`config.mk`:
```
export PLATFORM = sky130hd
export DESIGN_NAME = mgmb_queue
export DESIGN_NICKNAME = d
export VERILOG_FILES = /design/src/rtl/mgmb_pkg.sv /design/src/rtl/mgmb_queue.sv
export SDC_FILE = /design/constraint.sdc
export NUM_CORES = 1
export LEC_CHECK = 0
export BUFFER_PORTS_ARGS = -buffer_cell sky130_fd_sc_hd__buf_2
export CORE_ASPECT_RATIO = 1.1
export CORE_MARGIN = 2
export CORE_UTILIZATION = 33
export CTS_BUF_LIST = sky130_fd_sc_hd__clkbuf_8
export DETAILED_ROUTE_END_ITERATION = 10
export PLACE_DENSITY = 0.56
export SETUP_SLACK_MARGIN = 0.3
export SLEW_MARGIN = 30
export SYNTH_ARGS = -nofsm -noshare
export SYNTH_HDL_FRONTEND = slang
export SYNTH_SLANG_ARGS = --single-unit
```
`constraint.sdc`:
```
create_clock -name clk_i -period 3.5 [get_ports clk_i]
set_input_delay 0.7 -clock clk_i [delete_from_list [all_inputs] [get_ports clk_i]]
set_output_delay 0.7 -clock clk_i [all_outputs]
set_load 0.005 [all_outputs]
```
`src/rtl/mgmb_pkg.sv`:
```
// ----------------------------------------------------------------------------
// mgmb_pkg: shared types and constants of the masked ground map blitter
// Map geometry, field widths, ground codes, commands and the queue word
// passed from the front end to the back end.
// ----------------------------------------------------------------------------
package mgmb_pkg;

  // map store geometry
  localparam int MAX_WIDTH  = 1024;
  localparam int MAX_HEIGHT = 1024;
  localparam int TYPE_BITS  = 4;

  // fixed field widths
  localparam int DIM_W = 11;          // map_width / map_height registers
  localparam int ORG_W = 12;          // origin_x / origin_y, signed
  localparam int OFF_W = 10;          // off_x / off_y
  localparam int GT_W  = 4;           // ground_type / pixel_type
  localparam int CNT_W = 32;          // change counter
  localparam int CFG_IDX_W = 1;

  // derived widths
  localparam int CO_W      = ORG_W + 1;                // origin + offset
  localparam int XW        = $clog2(MAX_WIDTH);
  localparam int YW        = $clog2(MAX_HEIGHT);
  localparam int EW_X      = $clog2(MAX_WIDTH + 1);
  localparam int EW_Y      = $clog2(MAX_HEIGHT + 1);
  localparam int EW_M      = (EW_X > EW_Y) ? EW_X : EW_Y;
  localparam int CMP_W     = (EW_M > ORG_W) ? EW_M : ORG_W;
  localparam int MAP_DEPTH = MAX_WIDTH * MAX_HEIGHT;
  localparam int ADDR_W    = $clog2(MAP_DEPTH);
  localparam int PROD_W    = YW + EW_X;

  // front-to-back queue
  localparam int QDEPTH = 4;
  localparam int QPTR_W = $clog2(QDEPTH);
  localparam int QCNT_W = $clog2(QDEPTH + 1);
  localparam int OCC_W  = $clog2(QDEPTH + 3);

  // register indexes
  localparam logic [CFG_IDX_W-1:0] REG_MAP_WIDTH  = 1'b0;
  localparam logic [CFG_IDX_W-1:0] REG_MAP_HEIGHT = 1'b1;
  localparam logic [DIM_W-1:0]     MAP_DIM_RESET  = 11'd1024;

  // ground codes
  localparam logic [GT_W-1:0] GT_EMPTY       = 4'd0;
  localparam logic [GT_W-1:0] GT_SOLID       = 4'd1;
  localparam logic [GT_W-1:0] GT_BRIDGE      = 4'd2;
  localparam logic [GT_W-1:0] GT_TRANSPARENT = 4'd3;
  localparam logic [GT_W-1:0] GT_OUTSIDE     = 4'd4;

  typedef enum logic [1:0] {
    CMD_READ  = 2'd0,
    CMD_SET   = 2'd1,
    CMD_PAINT = 2'd2,
    CMD_ERASE = 2'd3
  } cmd_e;

  typedef logic [TYPE_BITS-1:0] code_t;
  typedef logic [GT_W-1:0]      gt_t;
  typedef logic [ADDR_W-1:0]    addr_t;
  typedef logic [CMP_W-1:0]     cmp_t;
  typedef logic [PROD_W-1:0]    prod_t;
  typedef logic [OCC_W-1:0]     occ_t;
  typedef logic [QPTR_W-1:0]    qptr_t;
  typedef logic [QCNT_W-1:0]    qcnt_t;
  typedef logic [CNT_W-1:0]     cnt_t;
  typedef logic [EW_X-1:0]      ew_x_t;
  typedef logic [EW_Y-1:0]      ew_y_t;

  // one classified pixel access
  typedef struct packed {
    cmd_e        cmd;
    logic        in_map;
    logic        skip;     // paint: transparent, clear mask bit or origin past map
    addr_t       addr;
    gt_t         gtype;
    logic        mbit;
    logic        start;
  } q_entry_t;

endpackage

```
`src/rtl/mgmb_queue.sv`:
```
// ----------------------------------------------------------------------------
// mgmb_queue: short FIFO between front end and back end
// Register file with read and write pointers; head word shown directly.
// ----------------------------------------------------------------------------
module mgmb_queue (
  input  logic                clk_i,
  input  logic                rst_ni,
  input  logic                push_i,
  input  mgmb_pkg::q_entry_t  push_entry_i,
  input  logic                pop_i,
  output logic                valid_o,
  output mgmb_pkg::q_entry_t  head_o,
  output mgmb_pkg::qcnt_t     count_o
);

  mgmb_pkg::q_entry_t slots [mgmb_pkg::QDEPTH];
  mgmb_pkg::qptr_t    wr_ptr_q, wr_ptr_d, rd_ptr_q, rd_ptr_d;
  mgmb_pkg::qcnt_t    count_q, count_d;

  always_comb begin
    wr_ptr_d = wr_ptr_q;
    rd_ptr_d = rd_ptr_q;
    count_d  = count_q;
    if (push_i) begin
      wr_ptr_d = (wr_ptr_q == mgmb_pkg::qptr_t'(mgmb_pkg::QDEPTH - 1)) ? '0
               : wr_ptr_q + 1'b1;
    end
    if (pop_i) begin
      rd_ptr_d = (rd_ptr_q == mgmb_pkg::qptr_t'(mgmb_pkg::QDEPTH - 1)) ? '0
               : rd_ptr_q + 1'b1;
    end
    if (push_i && !pop_i) begin
      count_d = count_q + 1'b1;
    end else if (pop_i && !push_i) begin
      count_d = count_q - 1'b1;
    end
  end

  always_ff @(posedge clk_i or negedge rst_ni) begin
    if (!rst_ni) begin
      wr_ptr_q <= '0;
      rd_ptr_q <= '0;
      count_q  <= '0;
    end else begin
      wr_ptr_q <= wr_ptr_d;
      rd_ptr_q <= rd_ptr_d;
      count_q  <= count_d;
    end
  end

  always_ff @(posedge clk_i) begin
    if (push_i) begin
      slots[wr_ptr_q] <= push_entry_i;
    end
  end

  assign valid_o = (count_q != '0);
  assign head_o  = slots[rd_ptr_q];
  assign count_o = count_q;

endmodule

```
==> results of run 1 <==
==> Yosys cell counts <==
master / n / share of area
edfxtp_1: 120 / 0.75
mux4_2: 28 / 0.13
dfrtp_1: 7 / 0.037
ha_1: 6 / 0.016
and2_1: 4 / 0.0052
inv_1: 4 / 0.0031
buf_12: 3 / 0.013
buf_2: 3 / 0.0031
mux2_2: 3 / 0.0071
nor2_1: 3 / 0.0024
mux4_1: 2 / 0.011
nand2_1: 2 / 0.0016
o21ai_0: 2 / 0.0021
xor2_1: 2 / 0.0037
buf_6: 1 / 0.0024
fa_1: 1 / 0.0042
or3_1: 1 / 0.0013
xnor2_1: 1 / 0.0018
==> report_power, final <==
group          switching [mW]  internal [mW]
clock network           0.591          0.788
registers               0.228           1.96
logic                   0.425          0.593
total                    1.24           3.34
==> worst max path at each step <==
stage / endpoint / startpoint / slack [ns] / depth (start not counted)
3_5_place_dp: head_o[21] / rd_ptr_q[0] / 0.90 / 3
4_1_cts: head_o[21] / rd_ptr_q[0] / 0.42 / 3
2_1_floorplan: slots[3][0] / push_i / 1.66 / 1
3_3_place_gp: head_o[21] / rd_ptr_q[0] / 0.93 / 3
6_report: head_o[21] / rd_ptr_q[0] / 0.53 / 3
5_1_grt: head_o[1] / rd_ptr_q[0] / 0.32 / 3
==> critical path, stage by stage (launching register included) <==
cell and delay, ns:
dfrtp_2 0.89, buf_4 0.29, mux4_2 0.51, buf_2 0.14
==> layer usage <==
metal / share of wire / vias up / global-route usage / wire length [µm]
met2: 0.50 / 63 / 0.185 / 4060
li1: - / 973 / - / -
met4: 0.0083 / 2 / 0.0539 / 67
met5: 0.0016 / - / 0 / 13
met1: 0.44 / 1086 / 0.129 / 3510
met3: 0.052 / 6 / 0.0485 / 423
==> flip-flops by register name, indices dropped and copies added, names as in the netlist <==
name / flops
rd_ptr_q: 2
slots: 120
wr_ptr_q: 2
count_o: 3
==> logic make-up after synthesis <==
family	Yosys count
DFF	127
adders and majority gates	7
buffers and inverters	11
AOI/OAI and AO/OA	2
and+or+nand+nor	10
xor gates and xnor gates	3
muxes	33
==> per-stage QoR <==
stage               utilization  cell area (µm²)  setup slack (ns)  hold WS [ns]
finish                    0.402             5730             0.529        0.0936
global placement          0.371             5290             0.927         0.479
detailed placement        0.371             5290             0.897         0.478
floorplan                     -             4780              1.66         0.404
global route              0.402             5730             0.323        0.0572
CTS                       0.402             5730             0.420        0.0660
==> cells in the final DEF, fill, tap and decap left out <==
master	Yosys	final
dfrtp_1	7	5
nand2_1	2	2
clkinv_4	0	5
mux4_1	2	2
xor2_1	2	2
fa_1	1	1
xnor2_1	1	1
dfrtp_2	0	2
o21ai_0	2	2
nor2_1	3	3
inv_1	4	5
buf_4	0	2
mux4_2	28	28
inv_6	0	4
clkinvlp_4	0	1
edfxtp_1	120	120
ha_1	6	6
buf_2	3	67
mux2_2	3	3
and2_2	0	4
or3_1	1	1
bufinv_16	0	4
clkbuf_8	0	17
==> final cells by class <==
type | instances | area [µm²] | share of cell area
clock buffers | 17 | 234 | 0.0408
clock inverters | 15 | 210 | 0.0367
inverters | 4 | 15.0 | 0.00262
multi-input cells | 55 | 903 | 0.158
flip-flops and latches | 127 | 3780 | 0.659
well taps | 192 | 240 | 0.0419
repair buffers | 69 | 350 | 0.0611
==> results.sh, run 1 <==
export IMPL_status="complete, no violations"
export IMPL_worst_r2r_endpoint="slots[0][12]"
export IMPL_die_area_um2=15500
export IMPL_yosysUniqueCellTypes=18
export IMPL_fmax_mhz=337
export IMPL_drtPass1Iterations=4
export IMPL_port_buffers=67
export IMPL_synth_xor_area_frac=0.00550
export IMPL_skew_ns=0.0118
export IMPL_post_cts_setup_buffer_count=0
export IMPL_setup_viol=0
export IMPL_insertion_delay_ns=0.43
export IMPL_hold_viol_final=0
export IMPL_hold_buffers=0
export IMPL_fillers=1309
export IMPL_antenna_found_initial=1
export IMPL_syn_nets=234
export IMPL_cts_num_sinks=127
export IMPL_r2r_start="wr_ptr_q[0]"
export IMPL_synth_seq_cells=127
export IMPL_grt_pass1_wl_um=12600
export IMPL_synthCells=193
export IMPL_cts_root_buf="clkbuf_8"
export IMPL_place_congestion=0.686
export IMPL_maxCapViolations=0
export IMPL_grt_max_degree=33
export IMPL_yosys_area_share_simple=0.0105
export IMPL_cp_arrival_ns=2.27
export IMPL_worstSetupEndpointType="output port"
export IMPL_leakage_nw=2.00
export IMPL_drtAntennaViolNets=0
export IMPL_grt_overflow=0
export IMPL_synthAdderAreaFrac=0.0199
export IMPL_worstSetupPathType="register to output port"
export IMPL_rsz0062_at_grt="no"
export IMPL_placed_cells=447
export IMPL_clk_path_buf_depth=2
export IMPL_htreeDepth=4
export IMPL_total_power_mw=4.58
export IMPL_antenna_cells=0
export IMPL_start_util=0.335
export IMPL_final_layout_size_suffix_gt1_frac=0.477
export IMPL_cts_made_buffers=17
export IMPL_synthesis_area_um2=4780
export IMPL_hold_path_class="input pin to async pin"
export IMPL_grt_total_usage=0.113
export IMPL_die_w_um=119
export IMPL_ys_seq_area_frac=0.791
export IMPL_wl_um=8080
export IMPL_drv_slew=0
export IMPL_die_y_um=130
export IMPL_r2r_slack_ns=1.75
export IMPL_vdd_drop_max_uv=279
export IMPL_synthMuxAreaShare=0.150
export IMPL_slew_headroom=0.432
export IMPL_drt_first_iter_violations=126
export IMPL_synth_top_family_by_area="multiplexers"
export IMPL_r2r_cells=3
export IMPL_hpwl_um=4750
export IMPL_finalNetCount=315
export IMPL_rows=46
export IMPL_vias_per_cell=4.45
export IMPL_ctsResizeCount=0
export IMPL_drc=0
export IMPL_ys_warnings_count=0
export IMPL_syn_area_per_cell_um2=24.8
export IMPL_tritoncts="built"
export IMPL_area_growth_synth_to_final_pct=20.0
export IMPL_path_max_fanout=24
export IMPL_crit_path_start_kind="register"
export IMPL_worstMarginPinSlew_ns=0.852
export IMPL_grt_pass1_vias=2389
export IMPL_power_density_nw_per_um2=799
export IMPL_fp_coreArea_um2=14300
export IMPL_wl_per_cell_um=16.9
export IMPL_setup_tns_ns=0
export IMPL_clkSlewWorstSetupHoldPaths_ns=0.08
export IMPL_stdcell_count=479
export IMPL_cp_required_ns=2.80
export IMPL_io_pin_count=68
export IMPL_period_minus_slack_ns=2.97
export IMPL_period_share=0.849
export IMPL_synth_compound_area_share=0.00209
export IMPL_num_vias=2130
Power figures use the tool's default switching activity.
==> run 2, diff against run 1 <==
- PLACE_DENSITY: 0.56 -> 0.58
- clock period: 3.5 -> 2.4 ns (I/O delays scaled with it)
==> run 2 against run 1 <==
  * Via count is 2.8% higher
  * Sequential share of layout area is 0.80 points lower
  * Final cell count is 1.7% higher
  * Core utilization is 0.49 points higher
  * Global-route usage is 0.41 points higher
  * Power is 43% higher
  * Hold slack better by 0.17 ns
  * Routed wire length is 3.7% higher
  * Worst setup slack worse by 0.34 ns
  * Clock skew is 0.0024 ns lower
  * Die area stayed put
==> results.sh, run 2 (synthesis gave the netlist of run 1 again) <==
export IMPL_layout_setup_ws_ns=0.193
export IMPL_cp_required_ns=1.92
export IMPL_vias_per_cell=4.49
export IMPL_hpwl_um=5040
export IMPL_cts_num_sinks=127
export IMPL_antenna_cells=0
export IMPL_hold_viol_final=0
export IMPL_worstMarginPinSlew_ns=0.322
export IMPL_crit_path_start_kind="register"
export IMPL_largest_register="slots"
export IMPL_grt_pass1_vias=2346
export IMPL_worstSetupEndpointType="output port"
export IMPL_leakage_nw=2.04
export IMPL_die_y_um=130
export IMPL_worstSetupPathType="register to output port"
export IMPL_grt_overflow=0
export IMPL_drc=0
export IMPL_drv_slew=0
export IMPL_rsz0062_at_grt="yes"
export IMPL_tritoncts="built"
export IMPL_largest_reg_flops=120
export IMPL_htreeDepth=4
export IMPL_area_growth_synth_to_final_pct=21.5
export IMPL_wl_um=8370
export IMPL_whs_ns=0.259
export IMPL_finalNetCount=323
export IMPL_fmax_mhz=453
export IMPL_period_minus_slack_ns=2.21
export IMPL_start_util=0.335
export IMPL_drt_first_iter_violations=98
export IMPL_fin_util=0.407
export IMPL_wl_per_cell_um=17.2
export IMPL_die_area_um2=15500
export IMPL_vdd_drop_max_uv=449
export IMPL_port_buffers=67
export IMPL_maxCapViolations=0
export IMPL_cts_made_buffers=17
export IMPL_num_vias=2189
export IMPL_setup_viol=0
export IMPL_die_w_um=119
export IMPL_place_ws_ns=0.519
export IMPL_status="complete, no violations"
export IMPL_antenna_found_initial=1
export IMPL_place_congestion=0.644
export IMPL_slew_headroom=0.785
export IMPL_hold_path_class="input pin to register"
export IMPL_cp_arrival_ns=1.73
export IMPL_drtAntennaViolNets=0
export IMPL_layout_commonest_cell="edfxtp_1"
export IMPL_grt_total_usage=0.117
export IMPL_io_pin_count=68
export IMPL_fp_coreArea_um2=14300
export IMPL_clk_path_buf_depth=2
export IMPL_skew_ns=0.00944
export IMPL_final_cell_mix="edfxtp_1, buf_2, mux4_2"
export IMPL_path_max_fanout=16
export IMPL_grt_max_degree=24
export IMPL_power_density_nw_per_um2=1130
export IMPL_period_share=0.920
export IMPL_grt_pass1_wl_um=12900
export IMPL_rows=46
export IMPL_setup_tns_ns=0
export IMPL_cts_root_buf="clkbuf_8"
export IMPL_drtPass1Iterations=4
export IMPL_insertion_delay_ns=0.43
export IMPL_clkSlewWorstSetupHoldPaths_ns=0.07
export IMPL_final_layout_size_suffix_gt1_frac=0.478
==> run 2: cell count changes in the layout (fill, tap and decap cells not counted), sizes merged <==
cell	before	now
buf	69	76
bufinv	4	2
clkinv	5	9
clkinvlp	1	0
dlygate4sd3	0	1
inv	9	8
==> run 2: power by group <==
part           internal [mW]  leakage (nW)  switching [mW]
logic                   1.02         0.654           0.880
clock network          0.898         0.202           0.780
registers               2.85          1.18           0.132
==> run 2: worst max-delay path, cell delays in order, from the launching register on <==
cell and delay, ns:
dfrtp_2 0.43, buf_12 0.20, mux4_2 0.52, buf_2 0.14
==> run 2: stage by stage <==
step,cells,cell area (µm²),power (mW)
5_1_grt,487,5800,6.94
2_1_floorplan,193,4780,4.22
6_report,487,5800,6.57
3_5_place_dp,453,5400,4.92
3_3_place_gp,453,5400,4.89
4_1_cts,487,5800,6.71
==> run 2: path summary, 6_finish.rpt <==
| path | startpoint | cells after the start | end | slack, ns |
|---|---|---|---|---|
| setup / recovery | rd_ptr_q[0] | 3 | head_o[7] | 0.19 |
| hold / removal | push_entry_i[25] | 1 | slots[2][25] | 0.26 |
| setup reg to reg | wr_ptr_q[0] | 4 | slots[2][21] | 0.83 |
| hold reg to reg | count_o[2] | 1 | count_o[2] | 0.49 |
| max in group asynchronous | rst_ni | 2 | rd_ptr_q[1] | 1.79 |
| min in group asynchronous | rst_ni | 2 | count_o[2] | 0.42 |
==> run 2: metal layers <==
layer | global-route usage | share of wire
met5 | 0 | 0.0019
met1 | 0.140 | 0.44
met4 | 0.0602 | 0.022
met2 | 0.187 | 0.49
met3 | 0.0459 | 0.046
==> run 2: timing repair <==
action | 4_1_cts | 5_1_grt
hold endpoints to repair | 7 | 0
gates resized for setup | 8 | 0
buffers inserted | 1 | 0
hold buffers | 1 | 0
endpoints found under the setup margin | 30 | 30
==> run 2: cell type report <==
class                      count  area, µm²
fill                        1314       8470
sequential                   127       3780
multi-input combinational     55        900
timing repair buffer          77        504
tap                          192        240
clock buffer                  17        234
clock inverter                15        130
inverter                       4       15.0
==> run 3, diff against run 2 <==
- CORE_UTILIZATION: 33 -> 51
- CTS_BUF_LIST: sky130_fd_sc_hd__clkbuf_8 -> default
- PLACE_DENSITY: 0.58 -> default
- PLACE_DENSITY_LB_ADDON: default -> 0.15
==> run 3 against run 2 <==
  * Final cell count decreased by 13%
  * Global-route usage increased by 6.0 points
  * Power increased by 11%
  * Count of clock-buffer cells in the layout increased by 2
  * Flip-flop and latch count unchanged
  * Largest power group unchanged
==> results.sh, run 3 (synthesis gave the netlist of run 1 again) <==
export IMPL_fin_util=0.648
export IMPL_cp_slowest_cell="dfrtp_4"
export IMPL_drtAntennaViolNets=0
export IMPL_layout_setup_ws_ns=0.0448
export IMPL_grt_overflow=0
export IMPL_worstMarginPinSlew_ns=0.423
export IMPL_hold_path_class="input pin to register"
export IMPL_num_vias=2210
export IMPL_drtPass1Iterations=4
export IMPL_fmax_mhz=425
export IMPL_drv_slew=0
export IMPL_grt_pass1_vias=2396
export IMPL_place_congestion=0.692
export IMPL_hold_viol_final=0
export IMPL_io_pin_count=68
export IMPL_clkSlewWorstSetupHoldPaths_ns=0.05
export IMPL_worst_r2r_endpoint="slots[0][7]"
export IMPL_grt_busiest_layer="met2"
export IMPL_die_w_um=96.3
export IMPL_drc=0
export IMPL_worstSetupPathType="register to output port"
export IMPL_use_met2=0.270
export IMPL_setup_viol=0
export IMPL_drt_first_iter_violations=144
export IMPL_fillers=629
export IMPL_largest_register="slots"
export IMPL_port_buffers=67
export IMPL_wl_per_cell_um=19.2
export IMPL_vias_per_cell=5.24
export IMPL_slowest_delay_ns=0.53
export IMPL_cp_required_ns=1.92
export IMPL_status="complete, no violations"
export IMPL_antenna_cells=0
export IMPL_leakage_nw=2.15
export IMPL_grt_max_degree=20
export IMPL_finalNetCount=335
export IMPL_hp_start="push_entry_i[24]"
export IMPL_tritoncts="built"
export IMPL_whs_endpoint="slots[1][24]"
export IMPL_use_met3=0.0508
export IMPL_hpwl_um=5020
export IMPL_cts_made_buffers=17
export IMPL_slew_headroom=0.718
export IMPL_setup_tns_ns=0
export IMPL_fp_coreArea_um2=9210
export IMPL_crit_family="flip-flops"
export IMPL_clk_path_buf_depth=2
export IMPL_crit_path_start_kind="register"
export IMPL_rows=37
export IMPL_wl_um=8090
export IMPL_layout_commonest_cell="edfxtp_1"
export IMPL_final_layout_size_suffix_gt1_frac=0.489
export IMPL_whs_ns=0.182
export IMPL_vdd_drop_max_uv=678
export IMPL_use_met1=0.236
export IMPL_r2r_start="wr_ptr_q[0]"
export IMPL_insertion_delay_ns=0.51
export IMPL_grt_total_usage=0.177
export IMPL_period_share=0.981
export IMPL_start_util=0.519
export IMPL_area_growth_synth_to_final_pct=24.9
export IMPL_largest_reg_flops=120
export IMPL_cts_root_buf="clkbuf_8"
export IMPL_die_y_um=106
export IMPL_htreeDepth=4
export IMPL_crit_chain="buf_12, buf_16, mux4_2, buf_2"
export IMPL_place_ws_ns=0.351
export IMPL_skew_ns=0.00679
export IMPL_antenna_found_initial=0
export IMPL_crit_buf_inv=3
export IMPL_period_minus_slack_ns=2.36
export IMPL_r2r_cells=4
export IMPL_rsz0062_at_grt="yes"
export IMPL_r2r_slack_ns=0.76
export IMPL_grt_pass1_wl_um=12600
export IMPL_final_cell_mix="edfxtp_1, buf_2, mux4_2"
export IMPL_worstSetupEndpointType="output port"
export IMPL_cts_num_sinks=127
export IMPL_cp_arrival_ns=1.88
export IMPL_power_density_nw_per_um2=1220
export IMPL_die_area_um2=10200
export IMPL_hold_depth=1
export IMPL_maxCapViolations=0
export IMPL_path_max_fanout=7
## run 3: metrics by stage
| stage | area, µm² | power, mW | cells |
|---|---|---|---|
| after global routing | 5970 | 7.65 | 422 |
| after global placement | 5310 | 4.86 | 382 |
| after floorplan | 4780 | 4.22 | 193 |
| after CTS | 5910 | 7.25 | 420 |
| final | 5970 | 7.28 | 422 |
| after detailed placement | 5310 | 4.89 | 382 |
## run 3: routing by layer
layer | vias up | share of wire | routed length, µm
li1 | 1006 | - | -
met1 | 1122 | 0.41 | 3330
met2 | 71 | 0.52 | 4180
met3 | 11 | 0.056 | 453
met4 | 0 | 0.016 | 131
met5 | - | 0 | 0
## run 3: final cells by class
class	count	area (µm²)	share of cell area
clock buffers	19	422	0.0707
clock inverters	11	76.3	0.0128
repair buffers	89	629	0.105
multi-input cells	55	896	0.150
inverters	4	15.0	0.00252
flip-flops and latches	127	3780	0.634
well taps	117	146	0.0245
## run 3: how the worst max path moves through the flow
| stage | cells after the start | end | slack [ns] | startpoint |
|---|---|---|---|---|
| final | 4 | head_o[16] | 0.04 | rd_ptr_q[0] |
| after global routing | 4 | head_o[25] | -0.03 | rd_ptr_q[0] |
| after CTS | 4 | head_o[16] | 0.02 | rd_ptr_q[0] |
| after detailed placement | 3 | head_o[22] | 0.35 | rd_ptr_q[0] |
| after global placement | 3 | head_o[5] | 0.36 | rd_ptr_q[0] |
| after floorplan | 3 | slots[0][0] | 0.64 | wr_ptr_q[0] |
## run 3: timing repair
item                       4_1_cts  5_1_grt
hold buffers                     1        0
gates cloned                     1        0
buffers inserted                 6        2
hold endpoints to repair         7        0
setup endpoints to repair       30       30
resized for setup                6        9
## run 3: report_power, final
part / switching (mW) / total [mW] / internal [mW] / leakage (nW)
Combinational: 0.906 / 2.12 / 1.22 / 0.723
Clock: 0.826 / 2.16 / 1.33 / 0.244
Sequential: 0.139 / 3.00 / 2.86 / 1.18
