<file path="config.mk">
export PLATFORM = sky130hd
export DESIGN_NAME = mgmb_front
export DESIGN_NICKNAME = d
export VERILOG_FILES = /design/src/rtl/mgmb_pkg.sv /design/src/rtl/mgmb_front.sv
export SDC_FILE = /design/constraint.sdc
export NUM_CORES = 1
export LEC_CHECK = 0
export BUFFER_PORTS_ARGS = -buffer_cell sky130_fd_sc_hd__buf_2
export CORE_MARGIN = 2
export CORE_UTILIZATION = 32
export DETAILED_ROUTE_END_ITERATION = 10
export PLACE_DENSITY_LB_ADDON = 0.1
export SLEW_MARGIN = 20
export SYNTH_ARGS = -nofsm -noshare
export SYNTH_HDL_FRONTEND = slang
export SYNTH_SLANG_ARGS = --single-unit
</file>
<file path="constraint.sdc">
create_clock -name clk_i -period 5.55 [get_ports clk_i]
set_input_delay 1.665 -clock clk_i [delete_from_list [all_inputs] [get_ports clk_i]]
set_output_delay 1.665 -clock clk_i [all_outputs]
set_load 0.02 [all_outputs]
</file>
<file path="src/rtl/mgmb_pkg.sv">
// ----------------------------------------------------------------------------
// mgmb_pkg: shared types and constants of the masked ground map blitter
// Map geometry, field widths, ground codes, commands and the queue word
// passed from the front end to the back end.
// ----------------------------------------------------------------------------
package mgmb_pkg;

  // map store geometry
  localparam int MAX_WIDTH  = 1024;
  localparam int MAX_HEIGHT = 1024;
  localparam int TYPE_BITS  = 4;

  // fixed field widths
  localparam int DIM_W = 11;          // map_width / map_height registers
  localparam int ORG_W = 12;          // origin_x / origin_y, signed
  localparam int OFF_W = 10;          // off_x / off_y
  localparam int GT_W  = 4;           // ground_type / pixel_type
  localparam int CNT_W = 32;          // change counter
  localparam int CFG_IDX_W = 1;

  // derived widths
  localparam int CO_W      = ORG_W + 1;                // origin + offset
  localparam int XW        = $clog2(MAX_WIDTH);
  localparam int YW        = $clog2(MAX_HEIGHT);
  localparam int EW_X      = $clog2(MAX_WIDTH + 1);
  localparam int EW_Y      = $clog2(MAX_HEIGHT + 1);
  localparam int EW_M      = (EW_X > EW_Y) ? EW_X : EW_Y;
  localparam int CMP_W     = (EW_M > ORG_W) ? EW_M : ORG_W;
  localparam int MAP_DEPTH = MAX_WIDTH * MAX_HEIGHT;
  localparam int ADDR_W    = $clog2(MAP_DEPTH);
  localparam int PROD_W    = YW + EW_X;

  // front-to-back queue
  localparam int QDEPTH = 4;
  localparam int QPTR_W = $clog2(QDEPTH);
  localparam int QCNT_W = $clog2(QDEPTH + 1);
  localparam int OCC_W  = $clog2(QDEPTH + 3);

  // register indexes
  localparam logic [CFG_IDX_W-1:0] REG_MAP_WIDTH  = 1'b0;
  localparam logic [CFG_IDX_W-1:0] REG_MAP_HEIGHT = 1'b1;
  localparam logic [DIM_W-1:0]     MAP_DIM_RESET  = 11'd1024;

  // ground codes
  localparam logic [GT_W-1:0] GT_EMPTY       = 4'd0;
  localparam logic [GT_W-1:0] GT_SOLID       = 4'd1;
  localparam logic [GT_W-1:0] GT_BRIDGE      = 4'd2;
  localparam logic [GT_W-1:0] GT_TRANSPARENT = 4'd3;
  localparam logic [GT_W-1:0] GT_OUTSIDE     = 4'd4;

  typedef enum logic [1:0] {
    CMD_READ  = 2'd0,
    CMD_SET   = 2'd1,
    CMD_PAINT = 2'd2,
    CMD_ERASE = 2'd3
  } cmd_e;

  typedef logic [TYPE_BITS-1:0] code_t;
  typedef logic [GT_W-1:0]      gt_t;
  typedef logic [ADDR_W-1:0]    addr_t;
  typedef logic [CMP_W-1:0]     cmp_t;
  typedef logic [PROD_W-1:0]    prod_t;
  typedef logic [OCC_W-1:0]     occ_t;
  typedef logic [QPTR_W-1:0]    qptr_t;
  typedef logic [QCNT_W-1:0]    qcnt_t;
  typedef logic [CNT_W-1:0]     cnt_t;
  typedef logic [EW_X-1:0]      ew_x_t;
  typedef logic [EW_Y-1:0]      ew_y_t;

  // one classified pixel access
  typedef struct packed {
    cmd_e        cmd;
    logic        in_map;
    logic        skip;     // paint: transparent, clear mask bit or origin past map
    addr_t       addr;
    gt_t         gtype;
    logic        mbit;
    logic        start;
  } q_entry_t;

endpackage

</file>
<file path="src/rtl/mgmb_front.sv">
// ----------------------------------------------------------------------------
// mgmb_front: accept and classify pixel accesses
// Stage A forms the pixel position, the in-map test and the paint skip test;
// stage B forms the store address and pushes the word into the queue.
// ----------------------------------------------------------------------------
module mgmb_front (
  input  logic                      clk_i,
  input  logic                      rst_ni,
  input  logic                      in_valid_i,
  output logic                      in_stall_o,
  input  logic [1:0]                in_cmd_i,
  input  logic [11:0]               in_origin_x_i,
  input  logic [11:0]               in_origin_y_i,
  input  logic [9:0]                in_off_x_i,
  input  logic [9:0]                in_off_y_i,
  input  logic                      in_mask_bit_i,
  input  logic [3:0]                in_ground_type_i,
  input  logic                      in_op_start_i,
  input  mgmb_pkg::ew_x_t           eff_w_i,
  input  mgmb_pkg::ew_y_t           eff_h_i,
  input  logic                      clearing_i,
  input  mgmb_pkg::qcnt_t           q_count_i,
  output logic                      q_push_o,
  output mgmb_pkg::q_entry_t        q_entry_o
);

  logic                          accept;
  mgmb_pkg::cmd_e                cmd;
  logic [mgmb_pkg::OFF_W-1:0]    dx, dy;
  logic [mgmb_pkg::CO_W-1:0]     px, py;
  logic                          in_map, ox_past, oy_past, skip;
  mgmb_pkg::occ_t                occ;
  mgmb_pkg::prod_t               prod;

  // stage A
  logic                          fa_valid_q;
  mgmb_pkg::cmd_e                fa_cmd_q;
  logic [mgmb_pkg::XW-1:0]       fa_x_q;
  logic [mgmb_pkg::YW-1:0]       fa_y_q;
  logic                          fa_in_map_q, fa_skip_q, fa_mbit_q, fa_start_q;
  mgmb_pkg::gt_t                 fa_gt_q;

  // stage B
  logic                          fb_valid_q;
  mgmb_pkg::q_entry_t            fb_q, fb_d;

  // pipe plus queue never hold more than the queue depth
  assign occ = mgmb_pkg::occ_t'(fa_valid_q) + mgmb_pkg::occ_t'(fb_valid_q)
             + mgmb_pkg::occ_t'(q_count_i);
  assign in_stall_o = clearing_i || (occ >= mgmb_pkg::occ_t'(mgmb_pkg::QDEPTH));
  assign accept     = in_valid_i && !in_stall_o;

  always_comb begin
    cmd = mgmb_pkg::cmd_e'(in_cmd_i);
    if (cmd == mgmb_pkg::CMD_READ || cmd == mgmb_pkg::CMD_SET) begin
      dx = '0;
      dy = '0;
    end else begin
      dx = in_off_x_i;
      dy = in_off_y_i;
    end
    px = {{(mgmb_pkg::CO_W - mgmb_pkg::ORG_W){in_origin_x_i[mgmb_pkg::ORG_W-1]}},
          in_origin_x_i}
       + {{(mgmb_pkg::CO_W - mgmb_pkg::OFF_W){1'b0}}, dx};
    py = {{(mgmb_pkg::CO_W - mgmb_pkg::ORG_W){in_origin_y_i[mgmb_pkg::ORG_W-1]}},
          in_origin_y_i}
       + {{(mgmb_pkg::CO_W - mgmb_pkg::OFF_W){1'b0}}, dy};
    in_map = !px[mgmb_pkg::CO_W-1] && !py[mgmb_pkg::CO_W-1]
          && (mgmb_pkg::cmp_t'(px[mgmb_pkg::CO_W-2:0]) < mgmb_pkg::cmp_t'(eff_w_i))
          && (mgmb_pkg::cmp_t'(py[mgmb_pkg::CO_W-2:0]) < mgmb_pkg::cmp_t'(eff_h_i));
    // origin equal to the size is not past the map
    ox_past = !in_origin_x_i[mgmb_pkg::ORG_W-1]
           && (mgmb_pkg::cmp_t'(in_origin_x_i[mgmb_pkg::ORG_W-2:0])
               > mgmb_pkg::cmp_t'(eff_w_i));
    oy_past = !in_origin_y_i[mgmb_pkg::ORG_W-1]
           && (mgmb_pkg::cmp_t'(in_origin_y_i[mgmb_pkg::ORG_W-2:0])
               > mgmb_pkg::cmp_t'(eff_h_i));
    skip = (in_ground_type_i == mgmb_pkg::GT_TRANSPARENT) || !in_mask_bit_i
        || ox_past || oy_past;
  end

  always_ff @(posedge clk_i or negedge rst_ni) begin
    if (!rst_ni) begin
      fa_valid_q <= 1'b0;
      fb_valid_q <= 1'b0;
    end else begin
      fa_valid_q <= accept;
      fb_valid_q <= fa_valid_q;
    end
  end

  always_ff @(posedge clk_i) begin
    if (accept) begin
      fa_cmd_q    <= cmd;
      fa_x_q      <= px[mgmb_pkg::XW-1:0];
      fa_y_q      <= py[mgmb_pkg::YW-1:0];
      fa_in_map_q <= in_map;
      fa_skip_q   <= skip;
      fa_gt_q     <= in_ground_type_i;
      fa_mbit_q   <= in_mask_bit_i;
      fa_start_q  <= in_op_start_i;
    end
    if (fa_valid_q) begin
      fb_q <= fb_d;
    end
  end

  // entry = x + y * W
  always_comb begin
    prod        = mgmb_pkg::prod_t'(fa_y_q) * mgmb_pkg::prod_t'(eff_w_i);
    fb_d.cmd    = fa_cmd_q;
    fb_d.in_map = fa_in_map_q;
    fb_d.skip   = fa_skip_q;
    fb_d.addr   = mgmb_pkg::addr_t'(prod) + mgmb_pkg::addr_t'(fa_x_q);
    fb_d.gtype  = fa_gt_q;
    fb_d.mbit   = fa_mbit_q;
    fb_d.start  = fa_start_q;
  end

  assign q_push_o  = fb_valid_q;
  assign q_entry_o = fb_q;

endmodule

</file>
==> results of run 1 <==
## through the flow
step           setup WS [ps]  instances  total power (W)
6_report                -103       1297          0.00439
5_1_grt                 -247       1297          0.00484
4_1_cts                 -134       1295          0.00439
3_5_place_dp            -579       1276          0.00369
3_3_place_gp            -508       1276          0.00370
2_1_floorplan           -216        801          0.00270
## layer usage
layer / vias up / part of all wire [%]
met5: - / 0
met4: 0 / 0.93
met3: 10 / 3.7
met2: 108 / 46
met1: 2677 / 49
li1: 2980 / -
## final timing paths
check,from,end,slack (ps)
setup / recovery,eff_w_i[7],q_entry_o[23]$_DFFE_PP_,-100
hold / removal,fa_cmd_q[0]$_DFFE_PP_,q_entry_o[28]$_DFFE_PP_,420
setup reg to reg,fa_y_q[1]$_DFFE_PP_,q_entry_o[23]$_DFFE_PP_,640
hold reg to reg,fa_cmd_q[0]$_DFFE_PP_,q_entry_o[28]$_DFFE_PP_,420
max in group asynchronous,rst_ni,fa_valid_q$_DFF_PN0_,4370
min in group asynchronous,rst_ni,q_push_o$_DFF_PN0_,1090
## cells by family (layout without fill, tap and decap cells)
kind of cell / count (synthesis) / after routing / share of synthesized area (%)
simple gates: 233 / 233 / 15.3
fa+ha+maj: 201 / 201 / 39.8
buf+inv: 160 / 332 / 7.66
compound gates: 104 / 104 / 9.00
flops: 62 / 62 / 23.6
xor+xnor: 40 / 40 / 4.47
mux: 1 / 1 / 0.144
## registers in the layout (all words and copies together), names as in the netlist
signal / cells
fa_x_q: 10
fa_mbit_q: 1
fa_gt_q: 4
q_push_o: 1
fa_valid_q: 1
fa_in_map_q: 1
fa_skip_q: 1
fa_cmd_q: 2
fa_y_q: 10
fa_start_q: 1
q_entry_o: 30
## cell usage after synthesis, drive strengths merged, types with 4 or more instances
library cell	instances
inv	137
ha	120
and2	82
fa	81
nand2	68
edfxtp	60
nor2	36
a21oi	33
xnor2	27
clkbuf	23
o21ai	22
xor2	13
nor3	10
a21o	9
nand3	9
nand4	9
a211oi	7
nand2b	7
o21bai	6
nor2b	5
o211ai	5
o21a	4
## power by group through the flow
stage	clock network, W	logic [W]	registers, W
2_1_floorplan	0	0.00194	0.000766
3_3_place_gp	0	0.00298	0.000712
3_5_place_dp	0	0.00297	0.000712
4_1_cts	0.000594	0.00310	0.000702
5_1_grt	0.000612	0.00352	0.000707
6_report	0.000566	0.00312	0.000701
## area by class of cell
class	count	area, um^2
clock inverter	7	62.6
inverter	137	514
multi-input combinational	579	5640
timing repair buffer	179	1160
fill	2388	14300
clock buffer	9	225
sequential	62	1850
tap	324	405
## repair_timing
| action | 4_1_cts | 5_1_grt |
|---|---|---|
| setup buffers | 3 | 2 |
| gates resized for setup | 24 | 17 |
| setup endpoints to repair | 8 | 11 |
| pin swaps | 18 | 11 |
## layout by cell type (no fill, tap or decap), drive strengths merged, types with 2 or more instances in the layout
cell type,instances
a2111oi,2
a211oi,7
a21o,9
a21oi,33
a31oi,3
and2,82
and2b,2
buf,177
clkbuf,11
dfrtp,2
edfxtp,60
fa,81
ha,120
inv,142
nand2,68
nand2b,7
nand3,9
nand4,9
nor2,36
nor2b,5
nor3,10
nor4,3
o2111ai,2
o211ai,5
o21a,4
o21ai,22
o21bai,6
o31ai,2
xnor2,27
xor2,13
==> flow_summary.json, run 1 <==
{
  "status": "complete, but fails checks",
  "failed_checks": "setup timing",
  "cts-root-buf": "clkbuf_16",
  "crit_path_end_kind": "flop",
  "clock_power_share_pct": 12.9,
  "core_um2": 24200,
  "synth.largest_area_cell": "edfxtp_1",
  "pwr-share-seq_pct": 16.0,
  "worstMarginPinSlew_ps": 515,
  "route.detailed.drc": 0,
  "clk-insertion-delay-late_ps": 350,
  "antenna_found_initial": 0,
  "drive_above_1_share_pct": 25.9,
  "holdBufCountCts": 0,
  "slew_viol_final": 0,
  "dieArea_um2": 25800,
  "yosys.cell_types.count": 48,
  "skew_ps": 9.40,
  "nets": 1250,
  "syn2layout_area_growth_pct": 25.7,
  "required_ps": 5640,
  "use_met1_pct": 20.5,
  "routabilityCongestion": 0.788,
  "ioPinCount": 113,
  "cts_made_buffers": 9,
  "hold_ws_ps": 419,
  "grt_max_degree": 33,
  "period_minus_slack_ps": 5650,
  "avgSynthCellArea_um2": 9.79,
  "synth_edf_count": 60,
  "dp_hpwl_mm": 15.3,
  "worst_slack_ps": -103,
  "timing.final.crit_share_pct": 102,
  "busiest_layer": "met2",
  "die_w_um": 161,
  "cts.htree.levels": 3,
  "ys_top_cells_by_area": "edfxtp_1, fa_1, ha_1, inv_1, and2_1",
  "grt_util_all_layers_pct": 14.9,
  "drt_iter0_markers": 236,
  "ys_ff_latch": 62,
  "viasPerCell": 4.45,
  "hold_viol": 0,
  "grt_pass1_wl_mm": 30.8,
  "cp.arrival_ps": 5740,
  "start_kind": "input pin",
  "postRouteAntennaNets": 0,
  "start_util_pct": 32.4,
  "path_depth": 19,
  "first_pass_iters": 4,
  "synth.net_count": 1083,
  "grt_pass1_vias": 6133,
  "num_rows": 57,
  "critPathMaxFanout": 7,
  "hp-class": "reg -> reg",
  "yosysSeqAreaShare_pct": 23.6,
  "critPathMostFrequentCell": "fa_1",
  "fin_area_um2": 9850,
  "cts_sinks": 62,
  "max-slew-margin-rel_pct": 64.8,
  "grt-ovfl-total": 0,
  "path_class": "in -> reg",
  "p_int_w": 0.00261,
  "dpl_cell_area_um2": 9370,
  "synth-main-ff-cell": "edfxtp_1",
  "drv_cap": 0,
  "cp_top_family": "adder cells",
  "final_util_pct": 40.8,
  "clkTransAtPathRegs_ps": 60,
  "cp_cell_sequence": "buf_12 -> nand2_4 -> fa_1 -> inv_1 -> fa_1 -> inv_1 -> fa_1 -> inv_1 -> fa_1 -> inv_1 -> fa_1 -> inv_2 -> ha_4 -> o21ai_4 -> nand2b_1 -> a21oi_4 -> nor4_4 -> o41ai_2 -> xnor2_1",
  "rsz0062_at_grt": "true",
  "slowest_delay_ps": 530,
  "drt_wl_total_mm": 18.2,
  "wl_per_cell_um": 14.0,
  "irDropWorstVdd_v": 0.000267,
  "dieHeight_um": 161,
  "fmax_mhz": 177,
  "ys_warn_count": 0,
  "io_buffer_count": 112,
  "netlist_instances": 801,
  "use_met2_pct": 24.5,
  "diodes": 0,
  "slowest_stage": "fa_1",
  "via_count": 5775,
  "reg2reg_depth": 18,
  "use_met3_pct": 3.05,
  "netlist_area_um2": 7840,
  "setup_viol": 4,
  "critPathBufInv": 6,
  "combPwrFrac_pct": 71.1,
  "switching_share_pct": 40.5,
  "whs_path_depth": 0,
  "cts_tree": "built",
  "clk_path_buf_depth": 2,
  "p_per_area_nw_per_um2": 446,
  "p_sw_w": 0.00178,
  "yosysTopAreaCellShare_pct": 23.0,
  "p_leak_nw": 4.74,
  "tns_ps": -188,
  "async_flop_share_pct": 3.23
}
(Power assumes the default switching activity.)
==> inputs of run 2 (changes only) <==
--- a/config.mk
+++ b/config.mk
@@ -10,6 +10,7 @@
 export CORE_UTILIZATION = 32
 export DETAILED_ROUTE_END_ITERATION = 10
 export PLACE_DENSITY_LB_ADDON = 0.1
+export SETUP_SLACK_MARGIN = 0.5
 export SLEW_MARGIN = 20
 export SYNTH_ARGS = -nofsm -noshare
 export SYNTH_HDL_FRONTEND = slang
==> flow_summary.json, run 2 (synthesis gave the netlist of run 1 again) <==
{
  "status": "complete, but fails checks",
  "failed_checks": "setup timing",
  "combPwrFrac_pct": 71.4,
  "clkTransAtPathRegs_ps": 60,
  "switching_share_pct": 39.8,
  "tns_ps": -39.2,
  "drive_above_1_share_pct": 28.5,
  "hp-class": "reg -> reg",
  "drt_wl_total_mm": 18.5,
  "antenna_found_initial": 0,
  "clock_power_share_pct": 13.6,
  "max-slew-margin-rel_pct": 61.2,
  "dieHeight_um": 161,
  "busiest_layer": "met2",
  "cp.arrival_ps": 5660,
  "clk-insertion-delay-late_ps": 350,
  "hold_viol": 0,
  "dp_hpwl_mm": 15.4,
  "use_met3_pct": 2.32,
  "grt_pass1_wl_mm": 30.6,
  "first_pass_iters": 4,
  "p_per_area_nw_per_um2": 465,
  "wl_per_cell_um": 14.3,
  "pwr-share-seq_pct": 15.0,
  "cts_tree": "built",
  "final_util_pct": 41.7,
  "irDropWorstVdd_v": 0.000362,
  "rr_startpoint": "fa_y_q[3]$_DFFE_PP_",
  "cp_top_family": "adder cells",
  "largest_reg_flops": 30,
  "cts_made_buffers": 9,
  "num_rows": 57,
  "use_met2_pct": 24.6,
  "timing.final.crit_share_pct": 100,
  "worst_slack_ps": -23.1,
  "grt-ovfl-total": 0,
  "skew_ps": 10.1,
  "grt_max_degree": 33,
  "core_um2": 24200,
  "r2r-end": "q_entry_o[22]$_DFFE_PP_",
  "path_class": "in -> reg",
  "hold_start": "fa_gt_q[3]$_DFFE_PP_",
  "slew_viol_final": 0,
  "whs_path_depth": 0,
  "final_cell_mix": "inv_1, ha_1, buf_2",
  "grt_pass1_vias": 6174,
  "p_int_w": 0.00282,
  "cts_sinks": 62,
  "grt_util_all_layers_pct": 15.0,
  "critPathMaxFanout": 5,
  "syn2layout_area_growth_pct": 28.6,
  "io_buffer_count": 112,
  "r2r_setup_slack_ps": 680,
  "cts.htree.levels": 3,
  "p_leak_nw": 4.79,
  "start_util_pct": 32.4,
  "cp_cell_sequence": "buf_12 -> buf_8 -> and2_1 -> fa_1 -> fa_1 -> fa_1 -> fa_1 -> inv_1 -> fa_1 -> inv_2 -> ha_4 -> nand2_2 -> a311oi_2 -> o21ai_2 -> a31oi_1 -> xor2_1",
  "via_count": 5883,
  "required_ps": 5640,
  "drv_cap": 0,
  "rsz0062_at_grt": "true",
  "cts-root-buf": "clkbuf_16",
  "slowest_stage": "fa_1",
  "p_sw_w": 0.00187,
  "start_kind": "input pin",
  "fmax_mhz": 179,
  "ioPinCount": 113,
  "worstMarginPinSlew_ps": 582,
  "setup_viol": 2,
  "reg2reg_depth": 15,
  "hold_end": "q_entry_o[5]$_DFFE_PP_",
  "diodes": 0,
  "critPathMostFrequentCell": "fa_1",
  "use_met1_pct": 20.4,
  "crit_path_end_kind": "flop",
  "critPathBufInv": 4,
  "slowest_delay_ps": 560,
  "routabilityCongestion": 0.831,
  "postRouteAntennaNets": 0,
  "period_minus_slack_ps": 5570,
  "die_w_um": 161,
  "nets": 1250,
  "clk_path_buf_depth": 2,
  "viasPerCell": 4.54,
  "route.detailed.drc": 0,
  "drt_iter0_markers": 157,
  "dieArea_um2": 25800,
  "final_common_cell": "inv_1",
  "pre_cts_ws_ps": -503
}
==> run 2: cell count changes in the layout (fill, tap and decap cells not counted), moves of 5 or more <==
cell / previous run / this run
nand2_1: 57 / 52
buf_6: 4 / 13
buf_4: 64 / 57
ha_1: 111 / 106
==> run 2: repair_timing <==
item / CTS / global route
pin swaps: 31 / 27
resized for setup: 44 / 33
setup endpoints to repair: 13 / 13
cloned: 0 / 0
setup buffers: 6 / 5
hold buffers: 0 / 0
==> run 2: worst max path at each step <==
| stage | start | to | slack (ps) | depth (start not counted) |
|---|---|---|---|---|
| floorplan | eff_w_i[7] | q_entry_o[25]$_DFFE_PP_ | -220 | 19 |
| global placement | eff_w_i[7] | q_entry_o[22]$_DFFE_PP_ | -470 | 16 |
| detailed placement | eff_w_i[3] | q_entry_o[22]$_DFFE_PP_ | -500 | 17 |
| CTS | eff_w_i[4] | q_entry_o[23]$_DFFE_PP_ | -70 | 17 |
| global route | eff_w_i[4] | q_entry_o[23]$_DFFE_PP_ | -170 | 20 |
| finish | eff_w_i[4] | q_entry_o[22]$_DFFE_PP_ | -20 | 16 |
==> run 2: final cells by class <==
cell class                 count  area [um^2]
clock inverter                 7          104
clock buffer                   9          225
fill                        2426        14100
timing repair buffer         179         1210
sequential                    62         1850
tap                          324          405
multi-input combinational    579         5760
inverter                     137          514
==> run 2: power groups by stage <==
stage / logic [W] / registers (W) / clock network, W
after CTS: 0.00316 / 0.000705 / 0.000663
after global routing: 0.00373 / 0.000709 / 0.000676
after global placement: 0.00297 / 0.000714 / 0
after detailed placement: 0.00296 / 0.000714 / 0
final: 0.00335 / 0.000704 / 0.000638
after floorplan: 0.00200 / 0.000766 / 0
==> run 2: worst reg2reg max path: cells and delay by family, from the launching register on <==
family | cells | cell delay (ps)
AOI/OAI and AO/OA | 3 | 640
DFF | 1 | 710
buffers and inverters | 3 | 160
adders and majority gates | 6 | 2810
and+or+nand+nor | 2 | 210
xor gates and xnor gates | 1 | 90
==> run 2: per-stage QoR <==
step	power (W)	instance area [um^2]	std cells	hold slack (ps)
2_1_floorplan	0.00277	8210	801	400
3_3_place_gp	0.00368	9390	1270	402
3_5_place_dp	0.00367	9390	1270	405
4_1_cts	0.00453	9910	1292	420
5_1_grt	0.00512	10100	1297	426
6_report	0.00469	10100	1297	418
==> run 2: routing by layer <==
metal  vias up  part of all wire (%)
met5         -                     0
met4         0                   1.5
met3        22                   3.6
met2       117                    46
met1      2765                    49
li1       2979                     -
==> inputs of run 3 (changes only) <==
--- a/config.mk
+++ b/config.mk
@@ -8,6 +8,7 @@
 export BUFFER_PORTS_ARGS = -buffer_cell sky130_fd_sc_hd__buf_2
 export CORE_MARGIN = 2
 export CORE_UTILIZATION = 32
+export CTS_CLUSTER_SIZE = 24
 export DETAILED_ROUTE_END_ITERATION = 10
 export PLACE_DENSITY_LB_ADDON = 0.1
 export SETUP_SLACK_MARGIN = 0.5
==> constraint.sdc (replaced) <==
create_clock -name clk_i -period 5.55 [get_ports clk_i]
set_input_delay 0.2775 -clock clk_i [delete_from_list [all_inputs] [get_ports clk_i]]
set_output_delay 0.2775 -clock clk_i [all_outputs]
set_load 0.02 [all_outputs]
==> flow_summary.json, run 3 (synthesis gave the netlist of run 1 again) <==
{
  "status": "completed",
  "regArea_um2": 1850,
  "grt-ovfl-total": 0,
  "drt_wl_total_mm": 18.5,
  "fillCellCount": 2449,
  "reg2reg_depth": 15,
  "final_util_pct": 39.3,
  "grt_pass1_vias": 5777,
  "slowest_stage": "fa_1",
  "start_kind": "flop",
  "final_common_cell": "inv_1",
  "fmax_mhz": 206,
  "pwr-share-seq_pct": 18.3,
  "dieArea_um2": 25800,
  "route.detailed.drc": 0,
  "p_sw_w": 0.00159,
  "p_leak_nw": 4.54,
  "clock_power_share_pct": 16.7,
  "cts_made_buffers": 9,
  "p_per_area_nw_per_um2": 401,
  "switching_share_pct": 41.8,
  "hp-class": "in -> reg",
  "drive_above_1_share_pct": 22.5,
  "num_rows": 57,
  "p_int_w": 0.00221,
  "path_depth": 15,
  "whs_path_depth": 1,
  "via_count": 5664,
  "cts_sinks": 62,
  "antenna_found_initial": 0,
  "cp_top_family": "adder cells",
  "hold_viol": 0,
  "critPathBufInv": 3,
  "postRouteAntennaNets": 0,
  "nets": 1220,
  "cts_tree": "built",
  "multiInputGateArea_um2": 5540,
  "path_class": "reg -> reg",
  "io_buffer_count": 112,
  "largest_reg_flops": 30,
  "dp_hpwl_mm": 15.2,
  "drt_iter0_markers": 220,
  "first_pass_iters": 4,
  "viasPerCell": 4.47,
  "cts.htree.levels": 3,
  "critPathMaxFanout": 6,
  "rsz0062_at_grt": "false",
  "clk_path_buf_depth": 2,
  "clkTransAtPathRegs_ps": 60,
  "die_w_um": 161,
  "cts-root-buf": "clkbuf_16",
  "grt_max_degree": 32,
  "grt_util_all_layers_pct": 14.6,
  "setup_viol": 0,
  "crit_path_end_kind": "flop",
  "core_um2": 24200,
  "max-slew-margin-rel_pct": 45.9,
  "cp.arrival_ps": 4930,
  "final_cell_mix": "inv_1, buf_2, ha_1",
  "wl_per_cell_um": 14.6,
  "skew_ps": 11.0,
  "drv_cap": 0,
  "grt_pass1_wl_mm": 29.8,
  "dieHeight_um": 161,
  "routabilityCongestion": 0.816,
  "period_minus_slack_ps": 4850,
  "combPwrFrac_pct": 65.0,
  "start_util_pct": 32.4,
  "irDropWorstVdd_v": 0.000296,
  "slowest_delay_ps": 560,
  "clk-insertion-delay-late_ps": 350,
  "diodes": 0,
  "cp_cell_sequence": "buf_4 -> and2_1 -> fa_1 -> fa_1 -> fa_1 -> fa_1 -> inv_1 -> fa_1 -> inv_1 -> ha_1 -> nand2_1 -> a311oi_2 -> o21ai_2 -> a31oi_1 -> xor2_1",
  "critPathMostFrequentCell": "fa_1",
  "tns_ps": 0,
  "worstMarginPinSlew_ps": 791,
  "syn2layout_area_growth_pct": 21.1,
  "timing.final.crit_share_pct": 87.3,
  "ioPinCount": 113,
  "slew_viol_final": 0,
  "required_ps": 5640
}
-- run 3: changes by cell type in the layout (fill, tap and decap cells not counted), sizes merged --
cell	change
dlygate4sd3	+1
buf	-31
-- run 3: per-stage QoR --
stage                     instance area (um^2)  std cells  setup WS, ps  hold slack, ps  power [W]
after floorplan                           7840        801           564           -18.1    0.00241
after global placement                    8740       1217           463            62.4    0.00288
after detailed placement                  8740       1217           417            62.9    0.00286
after CTS                                 9260       1258           513            86.8    0.00354
after global routing                      9500       1267           481            84.0    0.00416
final                                     9500       1267           704             102    0.00380
-- run 3: timing repair --
item / in CTS / in global routing
hold buffers: 1 / 0
pin swaps: 0 / 41
hold endpoints to repair: 2 / 0
setup buffers: 24 / 9
endpoints found under the setup margin: 3 / 7
resized for setup: 0 / 41
-- run 3: final cells by class --
cell class | instances | share of cell area [%]
sequential | 62 | 19.5
clock buffer | 9 | 2.37
tap | 324 | 4.27
timing repair buffer | 149 | 8.97
clock inverter | 7 | 1.09
inverter | 137 | 5.42
multi-input combinational | 579 | 58.4
-- run 3: worst paths after layout --
kind | slack, ps | start | to
max | 700 | fa_y_q[8]$_DFFE_PP_ | q_entry_o[22]$_DFFE_PP_
min | 100 | in_cmd_i[0] | fa_cmd_q[0]$_DFFE_PP_
max reg2reg | 700 | fa_y_q[8]$_DFFE_PP_ | q_entry_o[22]$_DFFE_PP_
min in group asynchronous | 240 | rst_ni | q_push_o$_DFF_PN0_
max in group asynchronous | 5220 | rst_ni | fa_valid_q$_DFF_PN0_
min reg2reg | 420 | fa_gt_q[0]$_DFFE_PP_ | q_entry_o[2]$_DFFE_PP_
-- run 3: power groups by stage --
| stage | registers [W] | clock network (W) | logic (W) |
|---|---|---|---|
| after floorplan | 0.000766 | 0 | 0.00164 |
| after global placement | 0.000711 | 0 | 0.00216 |
| after detailed placement | 0.000711 | 0 | 0.00215 |
| after CTS | 0.000697 | 0.000660 | 0.00218 |
| after global routing | 0.000702 | 0.000676 | 0.00278 |
| final | 0.000696 | 0.000635 | 0.00247 |
-- run 3: routing by layer --
metal / share of wire, % / GRT usage [%] / vias up / wire length [um]
li1: - / - / 2915 / -
met1: 50 / 20.3 / 2646 / 9330
met2: 45 / 23.8 / 95 / 8390
met3: 3.4 / 2.92 / 8 / 634
met4: 0.72 / 3.03 / 0 / 133
met5: 0 / 0 / - / 0
